[src/qft_pkg.sv]
package qft_pkg;

  localparam int DELIM_SLOTS = 4;
  localparam int QUOTE_SLOTS = 2;

  localparam int DELIM_BYTES_W = 32;
  localparam int DELIM_COUNT_W = 3;
  localparam int QUOTE_BYTES_W = 16;
  localparam int QUOTE_COUNT_W = 2;
  localparam int KEEP_MODE_W   = 3;
  localparam int CFG_INDEX_W   = 3;
  localparam int CFG_DATA_W    = 32;

  localparam logic [7:0] BACKSLASH = 8'h5C;

  localparam int QUEUE_DEPTH = 2;
  localparam int QPTR_W      = (QUEUE_DEPTH > 1) ? $clog2(QUEUE_DEPTH) : 1;
  localparam int QCNT_W      = $clog2(QUEUE_DEPTH + 1);

  typedef enum logic [CFG_INDEX_W-1:0] {
    REG_DELIM_BYTES = 3'd0,
    REG_DELIM_COUNT = 3'd1,
    REG_QUOTE_BYTES = 3'd2,
    REG_QUOTE_COUNT = 3'd3,
    REG_KEEP_MODE   = 3'd4
  } cfg_reg_t;

  typedef struct packed {
    logic [7:0] text_byte;
    logic       end_of_string;
  } in_item_t;

  typedef struct packed {
    logic [7:0] token_byte;
    logic       byte_kept;
    logic       token_done;
    logic       token_empty;
  } out_item_t;

  // Classified byte handed from the front to the back
  typedef struct packed {
    logic [7:0] text_byte;
    logic       end_of_string;
    logic       is_delim;
    logic       is_quote;     // quote match, quoting enabled
    logic       is_bslash;    // backslash, quoting enabled
    logic       drop_quote;
    logic       drop_bslash;
  } cls_item_t;

endpackage

[src/qft_front.sv]
module qft_front (
  input  logic                        clk,
  input  logic                        rst_n,
  input  logic                        cfg_valid,
  output logic                        cfg_ready,
  input  logic [2:0]                  cfg_index,
  input  logic [31:0]                 cfg_wdata,
  input  qft_pkg::in_item_t           in_data,
  output qft_pkg::cls_item_t          cls_data
);
  import qft_pkg::*;

  logic [DELIM_BYTES_W-1:0] delim_bytes_r;
  logic [DELIM_COUNT_W-1:0] delim_count_r;
  logic [QUOTE_BYTES_W-1:0] quote_bytes_r;
  logic [QUOTE_COUNT_W-1:0] quote_count_r;
  logic [KEEP_MODE_W-1:0]   keep_mode_r;

  logic is_delim;
  logic is_quote;
  logic quoting;

  assign cfg_ready = 1'b1;

  always_ff @(posedge clk) begin
    if (!rst_n) begin
      delim_bytes_r <= DELIM_BYTES_W'(32);
      delim_count_r <= DELIM_COUNT_W'(1);
      quote_bytes_r <= QUOTE_BYTES_W'(34);
      quote_count_r <= QUOTE_COUNT_W'(1);
      keep_mode_r   <= '0;
    end else if (cfg_valid && cfg_ready) begin
      case (cfg_reg_t'(cfg_index))
        REG_DELIM_BYTES: delim_bytes_r <= cfg_wdata[DELIM_BYTES_W-1:0];
        REG_DELIM_COUNT: delim_count_r <= cfg_wdata[DELIM_COUNT_W-1:0];
        REG_QUOTE_BYTES: quote_bytes_r <= cfg_wdata[QUOTE_BYTES_W-1:0];
        REG_QUOTE_COUNT: quote_count_r <= cfg_wdata[QUOTE_COUNT_W-1:0];
        REG_KEEP_MODE:   keep_mode_r   <= cfg_wdata[KEEP_MODE_W-1:0];
        default: ;
      endcase
    end
  end

  // Slot compares: only slots below the count take part
  always_comb begin
    is_delim = 1'b0;
    for (int i = 0; i < DELIM_SLOTS; i++) begin
      if (DELIM_COUNT_W'(i) < delim_count_r &&
          in_data.text_byte == delim_bytes_r[8*i +: 8])
        is_delim = 1'b1;
    end
  end

  always_comb begin
    is_quote = 1'b0;
    for (int i = 0; i < QUOTE_SLOTS; i++) begin
      if (QUOTE_COUNT_W'(i) < quote_count_r &&
          in_data.text_byte == quote_bytes_r[8*i +: 8])
        is_quote = 1'b1;
    end
  end

  assign quoting = (quote_count_r != '0);

  always_comb begin
    cls_data.text_byte     = in_data.text_byte;
    cls_data.end_of_string = in_data.end_of_string;
    cls_data.is_delim      = is_delim;
    cls_data.is_quote      = is_quote;
    cls_data.is_bslash     = quoting && (in_data.text_byte == BACKSLASH);
    cls_data.drop_quote    = !keep_mode_r[0];
    cls_data.drop_bslash   = !keep_mode_r[0] && !keep_mode_r[2];
  end

endmodule

[src/qft_queue.sv]
module qft_queue (
  input  logic                clk,
  input  logic                rst_n,
  input  logic                push,
  input  qft_pkg::cls_item_t  push_data,
  output logic                full,
  input  logic                pop,
  output logic                not_empty,
  output qft_pkg::cls_item_t  head_data
);
  import qft_pkg::*;

  cls_item_t         mem_r [QUEUE_DEPTH];
  logic [QPTR_W-1:0] wr_ptr_r, wr_ptr_nxt;
  logic [QPTR_W-1:0] rd_ptr_r, rd_ptr_nxt;
  logic [QCNT_W-1:0] count_r, count_nxt;

  function automatic logic [QPTR_W-1:0] ptr_inc(input logic [QPTR_W-1:0] p);
    if (p == QPTR_W'(QUEUE_DEPTH - 1)) return '0;
    return p + QPTR_W'(1);
  endfunction

  assign full      = (count_r == QCNT_W'(QUEUE_DEPTH));
  assign not_empty = (count_r != '0);
  assign head_data = mem_r[rd_ptr_r];

  always_comb begin
    wr_ptr_nxt = push ? ptr_inc(wr_ptr_r) : wr_ptr_r;
    rd_ptr_nxt = pop  ? ptr_inc(rd_ptr_r) : rd_ptr_r;
    count_nxt  = count_r;
    if (push && !pop) count_nxt = count_r + QCNT_W'(1);
    else if (pop && !push) count_nxt = count_r - QCNT_W'(1);
  end

  always_ff @(posedge clk) begin
    if (!rst_n) begin
      wr_ptr_r <= '0;
      rd_ptr_r <= '0;
      count_r  <= '0;
    end else begin
      wr_ptr_r <= wr_ptr_nxt;
      rd_ptr_r <= rd_ptr_nxt;
      count_r  <= count_nxt;
    end
  end

  always_ff @(posedge clk) begin
    if (push) mem_r[wr_ptr_r] <= push_data;
  end

endmodule

[src/qft_back.sv]
module qft_back (
  input  logic                clk,
  input  logic                rst_n,
  input  logic                q_not_empty,
  input  qft_pkg::cls_item_t  q_data,
  output logic                q_pop,
  output logic                out_valid,
  input  logic                out_stall,
  output qft_pkg::out_item_t  out_data
);
  import qft_pkg::*;

  typedef enum logic {ST_GAP, ST_TOKEN} state_t;

  state_t    state_r, state_nxt;
  logic      quote_open_r, quote_open_nxt;
  logic      esc_r, esc_nxt;
  logic      kept_any_r, kept_any_nxt;
  logic      out_valid_r;
  out_item_t out_r, out_nxt;

  logic esc_cur, quote_cur, kept_cur;
  logic q_hit, b_hit, keep;

  assign q_pop     = q_not_empty && (!out_valid_r || !out_stall);
  assign out_valid = out_valid_r;
  assign out_data  = out_r;

  always_comb begin
    state_nxt      = state_r;
    quote_open_nxt = quote_open_r;
    esc_nxt        = esc_r;
    kept_any_nxt   = kept_any_r;
    out_nxt        = '0;

    // Fresh token starts with clear flags
    esc_cur   = (state_r == ST_TOKEN) && esc_r;
    quote_cur = (state_r == ST_TOKEN) && quote_open_r;
    kept_cur  = (state_r == ST_TOKEN) && kept_any_r;
    q_hit     = q_data.is_quote && !esc_cur;
    b_hit     = q_data.is_bslash && !esc_cur;
    keep      = !(q_hit && q_data.drop_quote) && !(b_hit && q_data.drop_bslash);

    if (state_r == ST_GAP && q_data.is_delim) begin
      // Skip delimiter; end of string here marks end of tokens
      out_nxt.token_done  = q_data.end_of_string;
      out_nxt.token_empty = q_data.end_of_string;
    end else if (state_r == ST_TOKEN && q_data.is_delim && !quote_open_r && !esc_r) begin
      out_nxt.token_done  = 1'b1;
      out_nxt.token_empty = !kept_any_r;
      state_nxt      = ST_GAP;
      quote_open_nxt = 1'b0;
      esc_nxt        = 1'b0;
      kept_any_nxt   = 1'b0;
    end else begin
      state_nxt      = ST_TOKEN;
      quote_open_nxt = quote_cur ^ q_hit;
      esc_nxt        = b_hit;
      kept_any_nxt   = kept_cur || keep;
      out_nxt.token_byte = keep ? q_data.text_byte : 8'h00;
      out_nxt.byte_kept  = keep;
      if (q_data.end_of_string) begin
        out_nxt.token_done  = 1'b1;
        out_nxt.token_empty = !(kept_cur || keep);
        state_nxt      = ST_GAP;
        quote_open_nxt = 1'b0;
        esc_nxt        = 1'b0;
        kept_any_nxt   = 1'b0;
      end
    end
  end

  always_ff @(posedge clk) begin
    if (!rst_n) begin
      state_r      <= ST_GAP;
      quote_open_r <= 1'b0;
      esc_r        <= 1'b0;
      kept_any_r   <= 1'b0;
      out_valid_r  <= 1'b0;
      out_r        <= '0;
    end else begin
      if (q_pop) begin
        state_r      <= state_nxt;
        quote_open_r <= quote_open_nxt;
        esc_r        <= esc_nxt;
        kept_any_r   <= kept_any_nxt;
        out_valid_r  <= 1'b1;
        out_r        <= out_nxt;
      end else if (!out_stall) begin
        // Drop the result once the transaction completes
        out_valid_r  <= 1'b0;
      end
    end
  end

endmodule

[src/quoted_field_tokenizer.sv]
// Quoted field tokenizer: one result per input byte, in order.
// A byte accepted is classified into a two-entry queue and its result is registered
// in the output register when the back pops it from the queue.
// Throughput: one byte per cycle; the queue fills and in_stall rises only while
// out_stall holds the output register.
// Reset (rst_n low, synchronous): queue and output emptied, token state cleared,
// configuration back to delimiter space, quote double-quote, keep_mode 0.
module quoted_field_tokenizer (
  input  logic                clk,
  input  logic                rst_n,
  input  logic                in_valid,
  output logic                in_stall,
  input  qft_pkg::in_item_t   in_data,
  output logic                out_valid,
  input  logic                out_stall,
  output qft_pkg::out_item_t  out_data,
  input  logic                cfg_valid,
  output logic                cfg_ready,
  input  logic [2:0]          cfg_index,
  input  logic [31:0]         cfg_wdata
);
  import qft_pkg::*;

  cls_item_t cls_data;
  cls_item_t head_data;
  logic      q_full;
  logic      q_not_empty;
  logic      q_pop;
  logic      push;

  assign in_stall = q_full;
  assign push     = in_valid && !in_stall;

  qft_front u_front (
    .clk       (clk),
    .rst_n     (rst_n),
    .cfg_valid (cfg_valid),
    .cfg_ready (cfg_ready),
    .cfg_index (cfg_index),
    .cfg_wdata (cfg_wdata),
    .in_data   (in_data),
    .cls_data  (cls_data)
  );

  qft_queue u_queue (
    .clk       (clk),
    .rst_n     (rst_n),
    .push      (push),
    .push_data (cls_data),
    .full      (q_full),
    .pop       (q_pop),
    .not_empty (q_not_empty),
    .head_data (head_data)
  );

  qft_back u_back (
    .clk         (clk),
    .rst_n       (rst_n),
    .q_not_empty (q_not_empty),
    .q_data      (head_data),
    .q_pop       (q_pop),
    .out_valid   (out_valid),
    .out_stall   (out_stall),
    .out_data    (out_data)
  );

endmodule

[config.mk]
export PLATFORM = sky130hd
export DESIGN_NAME = quoted_field_tokenizer
export DESIGN_NICKNAME = d
export VERILOG_FILES = /design/src/qft_pkg.sv /design/src/qft_front.sv /design/src/qft_queue.sv /design/src/qft_back.sv /design/src/quoted_field_tokenizer.sv
export SDC_FILE = /design/constraint.sdc
export NUM_CORES = 1
export LEC_CHECK = 0
export BUFFER_PORTS_ARGS = -buffer_cell sky130_fd_sc_hd__buf_2
export CAP_MARGIN = 20
export CORE_MARGIN = 8
export CORE_UTILIZATION = 35
export CTS_BUF_LIST = sky130_fd_sc_hd__clkbuf_8
export CTS_CLUSTER_DIAMETER = 120
export CTS_CLUSTER_SIZE = 14
export DETAILED_ROUTE_END_ITERATION = 16
export GPL_ROUTABILITY_DRIVEN = 0
export PLACE_DENSITY = 0.61
export SLEW_MARGIN = 30
export SYNTH_ARGS = -nofsm -noshare
export SYNTH_HDL_FRONTEND = slang
export SYNTH_SLANG_ARGS = --single-unit
[constraint.sdc]
create_clock -name clk -period 2.75 [get_ports clk]
set_input_delay 0.55 -clock clk [delete_from_list [all_inputs] [get_ports clk]]
set_output_delay 0.55 -clock clk [all_outputs]
set_load 0.01 [all_outputs]
==> results of run 1 <==
-- worst register-to-register path: stages (launching register included) --
cell and delay [ns]:
dfxtp_1 0.79, mux2i_1 0.41, a211oi_2 0.13, nor4_4 0.50, a22o_1 0.20
-- cell usage after synthesis, drive strengths merged, types with 2 or more instances --
| master | count | area (um2) |
|---|---|---|
| inv | 4 | 15.0 |
| a22o | 8 | 70.1 |
| nand2 | 105 | 394 |
| mux2i | 12 | 124 |
| nor4bb | 3 | 30.0 |
| nor2 | 16 | 60.1 |
| o211ai | 2 | 15.0 |
| and3b | 2 | 17.5 |
| dfxtp | 76 | 1520 |
| nand4 | 6 | 37.5 |
| nand3 | 5 | 25.0 |
| xor2 | 35 | 307 |
| nor4 | 6 | 52.6 |
| a21oi | 49 | 245 |
| nand2b | 3 | 18.8 |
| o21a | 2 | 15.0 |
| and2 | 4 | 26.3 |
| buf | 9 | 81.3 |
| and3 | 3 | 18.8 |
| edfxtp | 28 | 841 |
| xnor2 | 17 | 149 |
| clkbuf | 22 | 86.3 |
| a211oi | 3 | 32.5 |
| mux2 | 8 | 90.1 |
| nor3 | 6 | 30.0 |
| o21ai | 6 | 30.0 |
-- state kept, by name, indices dropped and copies added, names as in the netlist, named ones only --
register               flops
u_back.out_data           11
u_front.keep_mode_r        2
u_back.esc_r               1
u_front.quote_bytes_r     16
u_queue.mem_r             28
u_back.out_valid           1
u_queue.rd_ptr_r           1
u_queue.count_r            2
u_front.delim_count_r      3
u_front.delim_bytes_r     32
u_back.kept_any_r          1
u_queue.wr_ptr_r           1
u_back.state_r             1
u_front.quote_count_r      2
u_back.quote_open_r        1
-- area by class of cell --
| class | count | area [um2] |
|---|---|---|
| sequential | 104 | 2360 |
| multi-input combinational | 319 | 1970 |
| inverter | 5 | 18.8 |
| tap | 172 | 215 |
| fill | 1274 | 7460 |
| clock buffer | 9 | 124 |
| timing repair buffer | 65 | 335 |
| clock inverter | 7 | 135 |
-- power groups by stage --
stage	clock network (W)	registers, W	logic (W)
2_1_floorplan	0	0.00186	0.000629
3_3_place_gp	0	0.00191	0.000740
3_5_place_dp	0	0.00191	0.000758
4_1_cts	0.00122	0.00188	0.000765
5_1_grt	0.00128	0.00190	0.000835
6_report	0.00119	0.00187	0.000752
-- layout by cell type (no fill, tap or decap), types with 4 or more instances in the layout --
cell type  count
buf_4          4
a22o_1         8
o21ai_0        5
mux2_2         8
inv_1          5
buf_2         61
mux2i_1       11
nor4_1         5
nand4_1        6
clkbuf_8       9
edfxtp_1      28
nand2_1      105
xor2_1        35
nand3_1        5
nor2_1        16
xnor2_1       17
bufinv_16      4
dfxtp_1       76
a21oi_1       49
nor3_1         6
-- path summary, 6_finish.rpt --
path,end,start,slack [ns]
max,u_back.out_data[6],flop,0.67
min reg2reg,u_back.out_data[2],u_back.out_data[2],0.46
min,u_queue.mem_r[0][5],in_data[0],0.38
max reg2reg,u_back.out_data[6],flop,0.67
-- layer usage --
layer | vias up | routed length, um | track usage [%]
met5 | - | 0 | 0
met4 | 0 | 137 | 3.89
met3 | 11 | 630 | 3.99
met2 | 85 | 4980 | 21.2
met1 | 1510 | 4520 | 15.0
li1 | 1645 | - | -
-- stage by stage --
stage / utilization, % / hold WS (ns)
after floorplan: - / 0.445
after global placement: 38.8 / 0.437
after detailed placement: 38.8 / 0.439
after CTS: 40.9 / 0.363
after global routing: 40.9 / 0.361
final: 40.9 / 0.378
-- cells by family (layout without fill, tap and decap cells) --
| group | Yosys count | in the layout |
|---|---|---|
| AND/OR/NAND/NOR | 167 | 167 |
| AO/OA/AOI/OAI | 78 | 78 |
| flip-flops | 104 | 104 |
| adder cells (fa/ha/maj) | 1 | 1 |
| multiplexers | 20 | 20 |
| buffers and inverters | 36 | 86 |
| other | 1 | 1 |
| XOR/XNOR | 52 | 52 |
==> flow_summary.ini, run 1 <==
[outcome]
status = completed

[sta]
grt_setup_unrepaired = false
worst_slack_ns = 0.667
setup_tns_ns = 0
hold_violations = 0
skew_ns = 0.0103
worstMarginPinSlew_ns = 0.711
final-setup-viol-count = 0
fmax_mhz = 480
period_minus_slack_ns = 2.08
max-slew-margin-rel_pct = 52.5
fin_crit_sh_pct = 75.7
final_max_slew_viol_count = 0

[critical_path]
path_buf_inv = 0
cp_cell_sequence = mux2i_1, a211oi_2, nor4_4, a22o_1
critPathKind = flop to flop
critPathMaxFanout = 15
cp.depth = 4
crit_slowest_cell = dfxtp_1
critPathMaxStageDelay_ns = 0.79
worst-r2r-cell-count = 4
cp.required_ns = 3.07
crit_family = flip-flops
end_kind = flop
cp-start-kind = flop
arrival_ns = 2.40

[power]
clkPwrFrac_pct = 31.2
switchingPower_w = 0.00105
p_leak_nw = 1.97
seqPwrFrac_pct = 49.1
ir_worst_vdd_mv = 0.313
power_w = 0.00382
p_int_w = 0.00277
combPwrFrac_pct = 19.7
power.share.switching_pct = 27.4
powerDensity_nw_per_um2 = 741

[floorplan]
dieArea_um2 = 16800
die_h_um = 130
chipWidth_um = 130
row_count = 41
start_util_pct = 35.8
core_um2 = 12600
ios = 63

[logic_synthesis]
syn_nets = 509
synth_mux_area_share_pct = 4.74
synth_seq_cells = 104
synth_cell_types = 54
synthesis.area_um2 = 4520
synth_top_family_by_area = simple AND/OR/NAND/NOR gates
synth_xor_area_share_pct = 10.1
synth-seq-area-share_pct = 52.3
yosysWarnings = 0
synth.avg_cell_area_um2 = 9.84
synth-async-reset-ratio_pct = 0
synthAdderAreaFrac_pct = 0.277
synth-edff-count = 28
synth_ff_type = dfxtp_1
synthSimpleGateAreaFrac_pct = 17.3
synth_compound_area_share_pct = 11.1
syn_inst = 459

[cts]
post_cts_resized = 0
clk_pin_slew_ns = 0.09
h-tree-depth = 3
postCtsHoldBufs = 0
cts_inserted_buffers = 9
cts.path.max_buffers = 2
clk_latency_ns = 0.38
cts_setup_buffers = 0
cts_sinks = 104
cts_tree = done
root_buffer = clkbuf_8

[cells_and_area]
num_antenna_cells = 0
finalNetCount = 554
drive_gt1_share_pct = 19.1
design_area_um2 = 5160
final_cells = 681
area_growth_pct = 14.2

[route]
viasPerCell = 4.77
wire_per_inst_um = 15.1
first_pass_iters = 4
drc = 0
drt_iter0_markers = 240
drtAntennaViolNets = 0
wirelength_um = 10300
vias = 3251

[global_route]
grt_pass1_vias = 3245
track_usage_pct = 12.6
grt_max_degree = 59
antenna_found_initial = 0
grt_pass1_wl_um = 16400
overflow = 0

[placed_design]
place_area_um2 = 4900
io_buffers = 61
place_ws_ns = 0.678
dpl.cell_count = 665
dp_hpwl_um = 7220

[worst_hold_path]
hold_class = input pin to flop
hold_depth = 1

[job]
drv_cap = 0
Power figures use the tool's default switching activity.
==> run 2, diff against run 1 <==
PLACE_DENSITY = 0.63   (was 0.61)
clock period = 1.86 ns   (was 2.75 ns; I/O delays follow)
==> run 2 against run 1 <==
Register-to-register slack lost 0.51 ns. Global-route usage grew 0.53 points. Sequential cell count is the same.
==> flow_summary.ini, run 2 (synthesized netlist as in run 1, its figures left out) <==
[outcome]
status = completed

[worst_hold_path]
worst_hold_path.endpoint = u_queue.mem_r[1][5]
hold_class = input pin to flop
hold_depth = 1
min_from = in_data[0]

[floorplan]
die_h_um = 130
start_util_pct = 35.8
core_um2 = 12600
chipWidth_um = 130
row_count = 41
dieArea_um2 = 16800
ios = 63

[route]
drt_iter0_markers = 189
drc = 0
drtAntennaViolNets = 0
wirelength_um = 10600
wire_per_inst_um = 15.3
viasPerCell = 4.83
first_pass_iters = 5
vias = 3351

[sta]
worstMarginPinSlew_ns = 0.622
hold_violations = 0
setup_tns_ns = 0
fmax_mhz = 587
final_max_slew_viol_count = 0
fin_crit_sh_pct = 91.7
skew_ns = 0.00923
max-slew-margin-rel_pct = 58.5
grt_setup_unrepaired = false
period_minus_slack_ns = 1.71
final-setup-viol-count = 0

[critical_path]
r2r_slack_ns = 0.15
critPathKind = flop to flop
crit_family = simple AND/OR/NAND/NOR gates
cp-start-kind = flop
rr_startpoint = u_queue.count_r[0]
end_kind = flop
crit_slowest_cell = dfxtp_1
cp_cell_sequence = nand2b_1, nand2_1, inv_1, ha_1, or3_1, a21oi_1
worstReg2RegEnd = u_queue.count_r[1]
cp.required_ns = 2.15
path_buf_inv = 1
arrival_ns = 2.00
critPathMaxFanout = 5
critPathMaxStageDelay_ns = 0.47
worst-r2r-cell-count = 6

[cts]
cts_inserted_buffers = 9
cts.path.max_buffers = 2
clk_pin_slew_ns = 0.10
root_buffer = clkbuf_8
clk_latency_ns = 0.37
postCtsHoldBufs = 0
cts_sinks = 104
h-tree-depth = 3
cts_tree = done

[cells_and_area]
num_antenna_cells = 0
finalNetCount = 567
drive_gt1_share_pct = 21.3
top_regs = u_front.delim_bytes_r (32), u_queue.mem_r (28), u_front.quote_bytes_r (16)
final_common_cell = nand2_1
largest_reg_flops = 32
layout_common_cells = nand2_1 (105), dfxtp_1 (75), buf_2 (61), a21oi_1 (49), xor2_1 (35)
area_growth_pct = 14.6
top_register = u_front.delim_bytes_r

[power]
p_leak_nw = 2.00
ir_worst_vdd_mv = 0.330
power_w = 0.00519
powerDensity_nw_per_um2 = 1000

[global_route]
grt_max_degree = 59
antenna_found_initial = 0
overflow = 0
grt_pass1_vias = 3402
track_usage_pct = 13.1
grt_pass1_wl_um = 17300

[job]
drv_cap = 0

[placed_design]
dp_hpwl_um = 7690
io_buffers = 61
run 2: worst max path at each step:
| stage | end | startpoint | slack [ns] | depth (start not counted) |
|---|---|---|---|---|
| 5_1_grt | u_queue.count_r[1] | u_queue.count_r[0] | 0.07 | 6 |
| 4_1_cts | u_back.out_data[5] | flop | 0.007 | 4 |
| 2_1_floorplan | u_queue.mem_r[0][0] | u_queue.count_r[0] | 0.18 | 3 |
| 3_5_place_dp | u_back.out_data[5] | flop | 0.03 | 4 |
| 6_report | u_queue.count_r[1] | u_queue.count_r[0] | 0.15 | 6 |
| 3_3_place_gp | u_back.out_data[8] | flop | 0.13 | 4 |
run 2: power by group:
part,internal [W],total (W),switching (W)
Sequential,0.00257,0.00274,0.000175
Combinational,0.000595,0.00124,0.000645
Clock,0.000474,0.00121,0.000731
Total,0.00364,0.00519,0.00155
run 2: area by class of cell:
cell class / instances / area [um2]
Multi-Input combinational cell: 319 / 1970
Fill cell: 1279 / 7450
Tap cell: 172 / 215
Inverter: 5 / 18.8
Sequential cell: 104 / 2360
Clock inverter: 7 / 40.0
Timing Repair Buffer: 78 / 445
Clock buffer: 9 / 124
run 2: per-stage QoR:
step           setup WS [ns]  hold WS (ns)  cell area, um2  util (%)  std cells
3_3_place_gp           0.134         0.437            5000      39.6        677
6_report               0.155         0.209            5170      41.0        694
2_1_floorplan          0.175         0.445            4520         -        459
5_1_grt               0.0700         0.201            5170      41.0        694
4_1_cts              0.00700         0.186            5160      40.9        693
3_5_place_dp          0.0330         0.438            5000      39.6        677
run 2: timing repair:
action / CTS / global route
endpoints found under the hold margin: 0 / 0
resized for setup: 0 / 1
buffers inserted: 0 / 1
setup endpoints to repair: 0 / 10
run 2: routing by layer:
| metal | global-route usage, % | wire length, um |
|---|---|---|
| met1 | 15.6 | 4770 |
| met2 | 22.4 | 5150 |
| met3 | 3.66 | 549 |
| met4 | 4.44 | 138 |
| met5 | 0 | 0 |
==> run 3, diff against run 2 <==
PLACE_DENSITY = not set   (was 0.63)
==> run 3 against run 2 <==
Hold slack improved by 0.0058 ns. Non-clock buffer count fell by 5. Count of clock-buffer cells in the layout did not move. Highest routed layer unchanged. Design area fell by 0.24%. Total power rose by 2.0%. Final cell count fell by 0.72%. Worst setup slack got worse by 0.0043 ns. Global-route usage fell by 0.68 points. Fmax fell by 0.25%. Via count fell by 2.6%.
==> flow_summary.ini, run 3 (synthesized netlist as in run 1, its figures left out) <==
[global_route]
grt-busiest-layer = met2
grtUsageMet3_pct = 3.45
grt_pass1_vias = 3241
antenna_found_initial = 0
track_usage_pct = 12.5
overflow = 0
grtUsageMet1_pct = 15.2
grt_use_met2_pct = 20.4
grt_pass1_wl_um = 16100
grt_max_degree = 59

[cells_and_area]
top_regs = u_front.delim_bytes_r (32), u_queue.mem_r (28), u_front.quote_bytes_r (16)
largest_reg_flops = 32
layout_common_cells = nand2_1 (105), dfxtp_1 (75), buf_2 (61), a21oi_1 (49), xor2_1 (35)
final_common_cell = nand2_1
drive_gt1_share_pct = 20.5
fin_util_pct = 40.9
num_antenna_cells = 0
finalNetCount = 562
top_register = u_front.delim_bytes_r
area_growth_pct = 14.3
design_area_um2 = 5160

[sta]
worstMarginPinSlew_ns = 0.622
fin_hold_ws_ns = 0.215
max-slew-margin-rel_pct = 58.5
period_minus_slack_ns = 1.71
grt_setup_unrepaired = false
setup_tns_ns = 0
final-setup-viol-count = 0
hold_violations = 0
worst_slack_ns = 0.151
final_max_slew_viol_count = 0
fmax_mhz = 585
fin_crit_sh_pct = 91.9
skew_ns = 0.00492

[route]
drtAntennaViolNets = 0
drc = 0
drt_iter0_markers = 197
vias = 3265
viasPerCell = 4.74
wire_per_inst_um = 14.6
first_pass_iters = 5
wirelength_um = 10000

[floorplan]
row_count = 41
dieArea_um2 = 16800
start_util_pct = 35.8
core_um2 = 12600
chipWidth_um = 130
die_h_um = 130
ios = 63

[worst_hold_path]
hold_depth = 1
hold_class = input pin to flop

[cts]
clk_latency_ns = 0.37
h-tree-depth = 3
clk_pin_slew_ns = 0.09
postCtsHoldBufs = 0
root_buffer = clkbuf_8
cts_setup_buffers = 0
cts.path.max_buffers = 2
cts_sinks = 104
cts_tree = done
cts_inserted_buffers = 9

[placed_design]
place_ws_ns = 0.0739
place_area_um2 = 4970
dp_hpwl_um = 7190
io_buffers = 61

[power]
power.share.switching_pct = 29.1
p_int_w = 0.00375
ir_worst_vdd_mv = 0.473
switchingPower_w = 0.00154
p_leak_nw = 1.98
powerDensity_nw_per_um2 = 1030
seqPwrFrac_pct = 51.5
clkPwrFrac_pct = 25.2
combPwrFrac_pct = 23.3

[job]
drv_cap = 0

[critical_path]
end_kind = flop
arrival_ns = 2.00
critPathKind = flop to flop
worst-r2r-cell-count = 6
cp-start-kind = flop
cp.required_ns = 2.15
critPathMaxFanout = 5

[outcome]
status = completed
==> run 3: final cells by class <==
| class | instances | area (um2) |
|---|---|---|
| Clock buffer | 9 | 124 |
| Clock inverter | 7 | 65.1 |
| Fill cell | 1280 | 7460 |
| Inverter | 5 | 18.8 |
| Multi-Input combinational cell | 319 | 1970 |
| Sequential cell | 104 | 2360 |
| Tap cell | 172 | 215 |
| Timing Repair Buffer | 73 | 408 |
==> run 3: path summary, 6_finish.rpt <==
check                      from  slack [ns]                  end
max          u_queue.count_r[0]        0.15   u_queue.count_r[1]
min                  in_data[0]        0.22  u_queue.mem_r[0][5]
max reg2reg  u_queue.count_r[0]        0.15   u_queue.count_r[1]
min reg2reg  u_back.out_data[0]        0.47   u_back.out_data[0]
==> run 3: metrics by stage <==
step           instances  power [W]
2_1_floorplan        459    0.00368
3_3_place_gp         673    0.00399
3_5_place_dp         673    0.00402
4_1_cts              689    0.00536
5_1_grt              689    0.00560
6_report             689    0.00530
==> run 3: what timing repair did <==
action                                  CTS  global route
hold endpoints to repair                  0             0
endpoints found under the setup margin    0            10
gates resized for setup                   0             1
==> run 3: power groups by stage <==
stage / Combinational, W / Clock [W] / Sequential (W)
2_1_floorplan: 0.000931 / 0 / 0.00275
3_3_place_gp: 0.00122 / 0 / 0.00277
3_5_place_dp: 0.00124 / 0 / 0.00278
4_1_cts: 0.00125 / 0.00138 / 0.00273
5_1_grt: 0.00137 / 0.00147 / 0.00277
6_report: 0.00123 / 0.00133 / 0.00273
==> run 3: layer usage <==
| layer | vias to the layer above | routed length, um |
|---|---|---|
| met4 | 0 | 159 |
| met5 | - | 0 |
| li1 | 1666 | - |
| met3 | 11 | 559 |
| met2 | 85 | 4850 |
| met1 | 1503 | 4460 |
==> run 3: critical path, cell delays in order (launching register included) <==
cell and delay, ns:
dfxtp_1 0.39, nand2b_1 0.21, nand2_1 0.14, inv_1 0.06, ha_1 0.31, or3_1 0.37, a21oi_1 0.17
